==> src/rtl/core/sorted_list_priority_queue_defines.svh <==
// ----------------------------------------------------------------------------
// sorted list priority queue assertion macros
// clocked property checks, removed when NO_ASSERTIONS is set
// ----------------------------------------------------------------------------
`ifndef SORTED_LIST_PRIORITY_QUEUE_DEFINES_SVH
`define SORTED_LIST_PRIORITY_QUEUE_DEFINES_SVH

`ifndef NO_ASSERTIONS
// property checked at every edge outside reset
`define SPLQ_ASSERT(lbl, prop, msg) \
   lbl: assert property (@(posedge clock) disable iff (reset) (prop)) else $error(msg);
// property checked at every edge, reset included
`define SPLQ_ASSERT_ALWAYS(lbl, prop, msg) \
   lbl: assert property (@(posedge clock) (prop)) else $error(msg);
`else
`define SPLQ_ASSERT(lbl, prop, msg)
`define SPLQ_ASSERT_ALWAYS(lbl, prop, msg)
`endif

`endif

==> src/rtl/core/splq_pkg.sv <==
// ----------------------------------------------------------------------------
// splq_pkg
// shared types and constants of the sorted list priority queue
// ----------------------------------------------------------------------------
package splq_pkg;

   localparam int CAPACITY = 16;
   localparam int CNT_W    = $clog2(CAPACITY + 1);
   localparam int VAL_W    = 32;

   typedef enum logic [1:0] {
      CMD_INSERT = 2'd0,
      CMD_REMOVE = 2'd1,
      CMD_POP    = 2'd2
   } splq_cmd_type;

   typedef enum logic [1:0] {
      ST_OK       = 2'd0,
      ST_FULL     = 2'd1,
      ST_EMPTY    = 2'd2,
      ST_NOTFOUND = 2'd3
   } splq_status_type;

   // broadcast from the controller to every cell
   typedef struct packed {
      logic              ins_en;
      logic              rem_en;
      logic              pop_en;
      logic [VAL_W-1:0]  value;
   } splq_ctrl_type;

   // per-cell compare results against the broadcast value
   typedef struct packed {
      logic gt;
      logic lt;
      logic match;
   } splq_flags_type;

endpackage

==> src/rtl/core/sorted_list_priority_queue.sv <==
// ----------------------------------------------------------------------------
// sorted_list_priority_queue
// bounded ascending list of signed 32-bit values built as a chain of cells
//
// request channel (req_valid/req_ready) carries one command per beat:
// insert, remove one matching value, or pop the smallest value. every
// request beat yields exactly one response beat on rsp_valid/rsp_ready with
// a status, the popped value (zero unless a pop succeeded) and the entry
// count after the command.
// all cells compare against the request value in parallel, so a command
// completes in the cycle it is accepted; the response appears in the next
// cycle from the output register. a new request is taken every cycle while
// the response register is empty or being drained in that cycle, giving one
// command per cycle sustained. the rate is set by that single output
// register: when the receiver stalls, req_ready drops until the response
// beat is taken, and no command is lost or reordered.
// reset (synchronous, active high) empties the list at once and clears the
// response register; stored values need no clearing since only occupied
// cells are ever read.
// ----------------------------------------------------------------------------
`include "sorted_list_priority_queue_defines.svh"

module sorted_list_priority_queue import splq_pkg::*; (
   input  logic                     clock,
   input  logic                     reset,
   input  logic                     req_valid,
   output logic                     req_ready,
   input  logic [1:0]               req_cmd,
   input  logic signed [31:0]       req_value,
   output logic                     rsp_valid,
   input  logic                     rsp_ready,
   output logic [1:0]               rsp_status,
   output logic signed [31:0]       rsp_popped_value,
   output logic [4:0]               rsp_entry_count
);

   // chain of cells
   logic                     cell_valid [CAPACITY];
   logic signed [VAL_W-1:0]  cell_data  [CAPACITY];
   splq_flags_type           cell_flags [CAPACITY];
   logic [CAPACITY-1:0]      valid_vec;
   logic [CAPACITY-1:0]      match_vec;

   // control
   splq_ctrl_type            ctrl;
   logic                     accept;
   logic                     found;
   logic                     is_full;
   logic                     is_empty;
   logic [CNT_W-1:0]         count_ff;
   logic [CNT_W-1:0]         count_in;
   logic [31:0]              count_wide;

   // response register
   logic                     rsp_valid_ff;
   logic                     rsp_valid_in;
   logic [1:0]               rsp_status_ff;
   logic [1:0]               rsp_status_in;
   logic signed [31:0]       rsp_popped_ff;
   logic signed [31:0]       rsp_popped_in;
   logic [4:0]               rsp_count_ff;
   logic [4:0]               rsp_count_in;

   // one-deep output buffer: take a request when it is free or draining
   assign req_ready = !rsp_valid_ff || rsp_ready;
   assign accept    = req_valid && req_ready;

   assign is_full  = (count_ff == CNT_W'(CAPACITY));
   assign is_empty = (count_ff == '0);
   assign found    = |match_vec;

   always_comb begin
      ctrl          = '0;
      ctrl.value    = req_value;
      count_in      = count_ff;
      rsp_status_in = ST_OK;
      rsp_popped_in = '0;
      if (accept) begin
         unique case (splq_cmd_type'(req_cmd))
            CMD_INSERT: begin
               if (is_full) begin
                  rsp_status_in = ST_FULL;
               end else begin
                  ctrl.ins_en = 1'b1;
                  count_in    = count_ff + CNT_W'(1);
               end
            end
            CMD_REMOVE: begin
               if (is_empty) begin
                  rsp_status_in = ST_EMPTY;
               end else if (!found) begin
                  rsp_status_in = ST_NOTFOUND;
               end else begin
                  ctrl.rem_en = 1'b1;
                  count_in    = count_ff - CNT_W'(1);
               end
            end
            CMD_POP: begin
               if (is_empty) begin
                  rsp_status_in = ST_EMPTY;
               end else begin
                  ctrl.pop_en   = 1'b1;
                  rsp_popped_in = cell_data[0];
                  count_in      = count_ff - CNT_W'(1);
               end
            end
            default: begin
               // unused command code: list untouched, status ok
            end
         endcase
      end
   end

   // entry count reported modulo 32
   assign count_wide   = 32'(count_in);
   assign rsp_count_in = count_wide[4:0];

   always_comb begin
      rsp_valid_in = rsp_valid_ff;
      if (accept) begin
         rsp_valid_in = 1'b1;
      end else if (rsp_ready) begin
         rsp_valid_in = 1'b0;
      end
   end

   genvar gi;
   generate
      for (gi = 0; gi < CAPACITY; gi++) begin : g_cell
         logic                     l_valid;
         logic                     l_gt;
         logic signed [VAL_W-1:0]  l_data;
         logic                     r_valid;
         logic signed [VAL_W-1:0]  r_data;

         if (gi == 0) begin : g_head
            // head cell: nothing to its left, new value enters here
            assign l_valid = 1'b1;
            assign l_gt    = 1'b0;
            assign l_data  = req_value;
         end else begin : g_body
            assign l_valid = cell_valid[gi-1];
            assign l_gt    = cell_flags[gi-1].gt;
            assign l_data  = cell_data[gi-1];
         end

         if (gi == CAPACITY - 1) begin : g_tail
            // tail cell: an empty slot shifts in from the right
            assign r_valid = 1'b0;
            assign r_data  = '0;
         end else begin : g_mid
            assign r_valid = cell_valid[gi+1];
            assign r_data  = cell_data[gi+1];
         end

         splq_cell u_cell (
            .clock       (clock),
            .reset       (reset),
            .ctrl        (ctrl),
            .left_valid  (l_valid),
            .left_gt     (l_gt),
            .left_data   (l_data),
            .right_valid (r_valid),
            .right_data  (r_data),
            .valid       (cell_valid[gi]),
            .data        (cell_data[gi]),
            .flags       (cell_flags[gi])
         );

         assign valid_vec[gi] = cell_valid[gi];
         assign match_vec[gi] = cell_flags[gi].match;
      end
   endgenerate

   always_ff @(posedge clock) begin
      if (reset) begin
         count_ff     <= '0;
         rsp_valid_ff <= 1'b0;
      end else begin
         count_ff     <= count_in;
         rsp_valid_ff <= rsp_valid_in;
      end
   end

   // response payload, loaded only with a new beat
   always_ff @(posedge clock) begin
      if (accept) begin
         rsp_status_ff <= rsp_status_in;
         rsp_popped_ff <= rsp_popped_in;
         rsp_count_ff  <= rsp_count_in;
      end
   end

   assign rsp_valid        = rsp_valid_ff;
   assign rsp_status       = rsp_status_ff;
   assign rsp_popped_value = rsp_popped_ff;
   assign rsp_entry_count  = rsp_count_ff;

   // occupied cells always form a prefix of the chain matching the count
   `SPLQ_ASSERT(a_prefix, ((valid_vec & (valid_vec + CAPACITY'(1))) == '0),
      "occupied cells are not a contiguous prefix")
   `SPLQ_ASSERT_ALWAYS(a_count, (reset || ($countones(valid_vec) == int'(count_ff))),
      "entry count disagrees with occupied cells")
   `SPLQ_ASSERT(a_pop_count, (accept && (req_cmd == CMD_POP) && !is_empty |=>
      count_ff == $past(count_ff) - CNT_W'(1)), "pop did not shrink the list by one")

endmodule

==> src/rtl/core/splq_cell.sv <==
// ----------------------------------------------------------------------------
// splq_cell
// one slot of the sorted chain: holds a value, compares it with the
// broadcast value and shifts right on insert or left on delete
// ----------------------------------------------------------------------------
module splq_cell import splq_pkg::*; (
   input  logic                     clock,
   input  logic                     reset,
   input  splq_ctrl_type            ctrl,
   input  logic                     left_valid,
   input  logic                     left_gt,
   input  logic signed [VAL_W-1:0]  left_data,
   input  logic                     right_valid,
   input  logic signed [VAL_W-1:0]  right_data,
   output logic                     valid,
   output logic signed [VAL_W-1:0]  data,
   output splq_flags_type           flags
);

   logic                     valid_ff;
   logic                     valid_in;
   logic signed [VAL_W-1:0]  data_ff;
   logic signed [VAL_W-1:0]  data_in;
   logic signed [VAL_W-1:0]  key;
   logic                     shift_left;

   assign key = $signed(ctrl.value);

   // an empty slot counts as larger than anything
   assign flags.gt    = !valid_ff || (data_ff > key);
   assign flags.lt    = valid_ff && (data_ff < key);
   assign flags.match = valid_ff && (data_ff == key);

   assign shift_left = ctrl.pop_en || (ctrl.rem_en && !flags.lt);

   always_comb begin
      valid_in = valid_ff;
      data_in  = data_ff;
      if (ctrl.ins_en && flags.gt) begin
         // first larger slot takes the new value, the rest take the left one
         data_in  = left_gt ? left_data : key;
         valid_in = valid_ff || left_valid;
      end else if (shift_left) begin
         data_in  = right_data;
         valid_in = right_valid;
      end
   end

   always_ff @(posedge clock) begin
      if (reset) begin
         valid_ff <= 1'b0;
      end else begin
         valid_ff <= valid_in;
      end
   end

   always_ff @(posedge clock) begin
      data_ff <= data_in;
   end

   assign valid = valid_ff;
   assign data  = data_ff;

endmodule

==> config.mk <==
export PLATFORM = sky130hd
export DESIGN_NAME = sorted_list_priority_queue
export DESIGN_NICKNAME = d
export VERILOG_FILES = /design/src/rtl/core/splq_pkg.sv /design/src/rtl/core/sorted_list_priority_queue.sv /design/src/rtl/core/splq_cell.sv
export VERILOG_INCLUDE_DIRS = /design/src /design/src/rtl/core
export SDC_FILE = /design/constraint.sdc
export NUM_CORES = 2
export LEC_CHECK = 0
export BUFFER_PORTS_ARGS = -buffer_cell sky130_fd_sc_hd__buf_4
export CORE_MARGIN = 10
export CORE_UTILIZATION = 40
export DETAILED_ROUTE_END_ITERATION = 6
export PLACE_DENSITY = 0.6
export SLEW_MARGIN = 20
export SYNTH_ARGS = -nofsm -noshare
export SYNTH_HDL_FRONTEND = slang
export SYNTH_SLANG_ARGS = --single-unit
==> constraint.sdc <==
create_clock -name clock -period 5.6 [get_ports clock]
set_input_delay 0.84 -clock clock [delete_from_list [all_inputs] [get_ports clock]]
set_output_delay 0.84 -clock clock [all_outputs]
set_load 0.005 [all_outputs]
==> run_results.csv <==
group,metric,value,unit
critical_path,endpoint_kind,"flip-flop",
hold_path,hold_path.class,"input port to flip-flop",
global_routing,grt_antenna_before_repair,3,
drt,via_per_inst,5.75,
sta,hold_violations,0,
sta,finalMaxSlewViolations,0,
die,core_area,102000,um2
synth,synthCells,3985,
sta,max_freq,0.225,GHz
power_and_ir_drop,powerDensity,257,nW/um2
drt,drt_first_iter_violations,2497,
clocking,post_cts_resized,0,
hold_path,holdPathStages,3,
critical_path,crit_type,"input port to flip-flop",
global_routing,grt_overflow,0,
global_routing,grt_max_degree,66,
sta,maxSlewHeadroom,26.8,%
clocking,cts.clk_slew.worst_paths,0.06,ns
die,die_h,341,um
sta,grt_setup_unrepaired,"no",
critical_path,ff2ff_path_depth,11,
critical_path,r2r-end,"g_cell[5].u_cell.data[25]",
placed_design,port_buffers,78,
hold_path,hold-path-endpoint,"rsp_valid",
global_routing,track_usage,20.1,%
critical_path,cp.arrival,4.77,ns
clocking,post_cts_buffers,0,
global_routing,grt_pass1_vias,30900,
die,num_rows,117,
placed_design,dp.final_hpwl,94000,um
outcome,status,"finished, final reports clean",
synth,ys_async_sr_fraction,0,%
clocking,htreeDepth,3,
critical_path,startpoint_type,"input port",
sta,finalSetupTns,0,ns
synth,synth-main-ff-cell,"edfxtp_1",
clocking,cts_buffers,69,
layout,multi_input_area,23000,um2
layout,final_core_util,45.5,%
synth,synth-seq-area-share,41.2,%
layout,seq_area,17000,um2
hold_path,min_from,"req_valid",
drt,vias,31400,
drt,wl_per_cell,22.2,um
layout,drive_above_1_share,13.2,%
power_and_ir_drop,irDropWorstVdd,160,uV
critical_path,crit_required,5.92,ns
clocking,clk_latency,0.63,ns
synth,ys_warn_count,0,
drt,route.detailed.drc,0,
layout,fillCellCount,9508,
sta,setup_viol,0,
placed_design,gp_congestion,0.923,
sta,post-route-period-util,79.3,%
synth,synth_common_cells,"551 x edfxtp_1, 541 x a21oi_1, 514 x ha_1",
drt,ant_nets,0,
die,start_util,40.4,%
die,die-area,116000,um2
clocking,cts_num_sinks,573,
synth,synth_most_common_cell,"edfxtp_1",
critical_path,cp_max_fo,17,
critical_path,reg2reg_slack,1.53,ns
synth,syn-num-nets,4537,
synth,netlist_area,41200,um2
synth,yosysTopAreaCell,"edfxtp_1",
sta,finClkSkew,0.0225,ns
synth,ys_seq_elements,573,
die,chipWidth,341,um
clocking,root_buffer,"clkbuf_16",
synth,synth_top_area_share,40.1,%
global_routing,grt_pass1_wl,186000,um
sta,fin_crit,4.44,ns
power_and_ir_drop,leakagePower,20.6,nW
layout,area_growth,12.5,%
critical_path,rr_startpoint,"g_cell[4].u_cell.data[17]",
synth,synthTopCellsByArea,"edfxtp_1 40%, ha_1 16%, mux2i_1 9.6%",
run,drv_cap,0,
synth,synth_edf_count,551,
clocking,clockBufferDepth,3,
synth,syn_avg_cell_area,10.3,um2
clocking,cts_tree,"yes",
die,pin_count,79,
drt,drt-pass1-iter-count,5,
layout,nNetsFinal,4593,
synth,yosysUniqueCellTypes,81,
sta,worst_slew_pin_slew,1.07,ns
clocking,cts_hold_buf,0,
drt,wirelength,121000,um
==> stage by stage <==
step                setup WS, ns  hold WS [ns]  total power [W]  instance area, um2  cells
floorplan                  0.243         0.480          0.00659               41200   3985
global placement           0.598         0.527          0.00723               44100   5337
detailed placement         0.570         0.534          0.00727               44100   5337
CTS                         1.23         0.439           0.0120               46400   5460
global route               0.960         0.463           0.0124               46400   5463
finish                      1.16         0.471           0.0119               46400   5463
==> layer usage <==
metal	share of wire (%)	up-vias	track usage, %
li1	-	15300	-
met1	43	15000	25.5
met2	48	934	34.1
met3	5.3	233	2.69
met4	4.1	2	8.81
met5	0.011	-	0
==> worst max-delay path by stage <==
| stage | depth (start not counted) | startpoint | end | slack (ns) |
|---|---|---|---|---|
| after floorplan | 12 | req_value[31] | g_cell[8].u_cell.data[0] | 0.24 |
| after global placement | 11 | req_value[10] | g_cell[5].u_cell.data[26] | 0.60 |
| after detailed placement | 11 | req_value[10] | g_cell[5].u_cell.data[31] | 0.57 |
| after CTS | 11 | req_value[10] | g_cell[5].u_cell.data[6] | 1.23 |
| after global routing | 11 | req_value[31] | g_cell[6].u_cell.data[0] | 0.96 |
| final | 13 | req_value[10] | g_cell[13].u_cell.data[24] | 1.16 |
==> cells in the final DEF (no fill, tap or decap), types with 9 or more instances in the layout <==
cell       synthesis  routed
inv_1             81      80
a211oi_1          24      23
or3_1             10      10
nor2b_1           30      29
nor4_1            31      29
nor2_1           447     440
nor3_1            52      48
nand2b_1          20      19
mux2_2           131     131
nand2_1          203     202
ha_1             514     514
and2_1            36      36
a31oi_1          105     105
nand3_1           66      64
buf_4             12     209
o211ai_1          16      16
mux2i_1          397     397
clkinv_2           0       9
edfxtp_1         551     551
a21oi_1          541     539
or2_2             10      10
mux2_4            28      28
o21ai_0           83      82
dfxtp_1           22      22
bufinv_16          0       9
and4_1            11      11
a21o_1            63      63
clkbuf_1         158      17
clkbuf_16          0      73
and3_1            18      17
buf_12             3      23
nand4_1          112     112
o31ai_1           11      11
a221oi_1           9       9
==> registers in the layout, summed over array words and instances, names as in the netlist <==
signal	count
rsp_status	2
count_ff	5
g_cell.u_cell.data	512
rsp_entry_count	5
g_cell.u_cell.valid	16
rsp_valid	1
rsp_popped_value	32
==> critical path: stages <==
cell      delay (ns)
buf_4           0.22
inv_1           0.35
ha_1            0.43
nand4_1         0.18
nor4_1          0.53
buf_4           0.22
nand4_1         0.30
nand4_1         0.17
or4_1           0.24
and3_1          0.58
a21oi_1         0.19
nand2b_1        0.25
buf_12          0.21
==> report_power, final <==
part | switching (W) | leakage (nW) | internal, W
logic | 0.00119 | 14.2 | 0.000791
registers | 0.000209 | 5.29 | 0.00502
clock network | 0.00190 | 1.10 | 0.00279
==> final cells by class <==
type                       count  area share, %
inverter                      81          0.655
timing repair buffer         233           4.43
tap                         1368           3.69
sequential                   573           36.6
antenna                        2         0.0108
clock buffer                  90           4.07
multi-input combinational   3083           49.7
clock inverter                33          0.863
==> logic make-up (layout without fill, tap and decap cells) <==
group                    Yosys count  in the layout  share of synthesized area, %
multiplexers                     556            556                          14.2
XOR/XNOR                           3              3                        0.0637
flip-flops                       573            573                          41.2
other                              0              2                             0
AND/OR/NAND/NOR                 1075           1075                          12.3
AO/OA/AOI/OAI                    935            935                          13.2
adder cells (fa/ha/maj)          514            514                          15.6
buffers and inverters            329            437                          3.41
(Power assumes the default switching activity.)
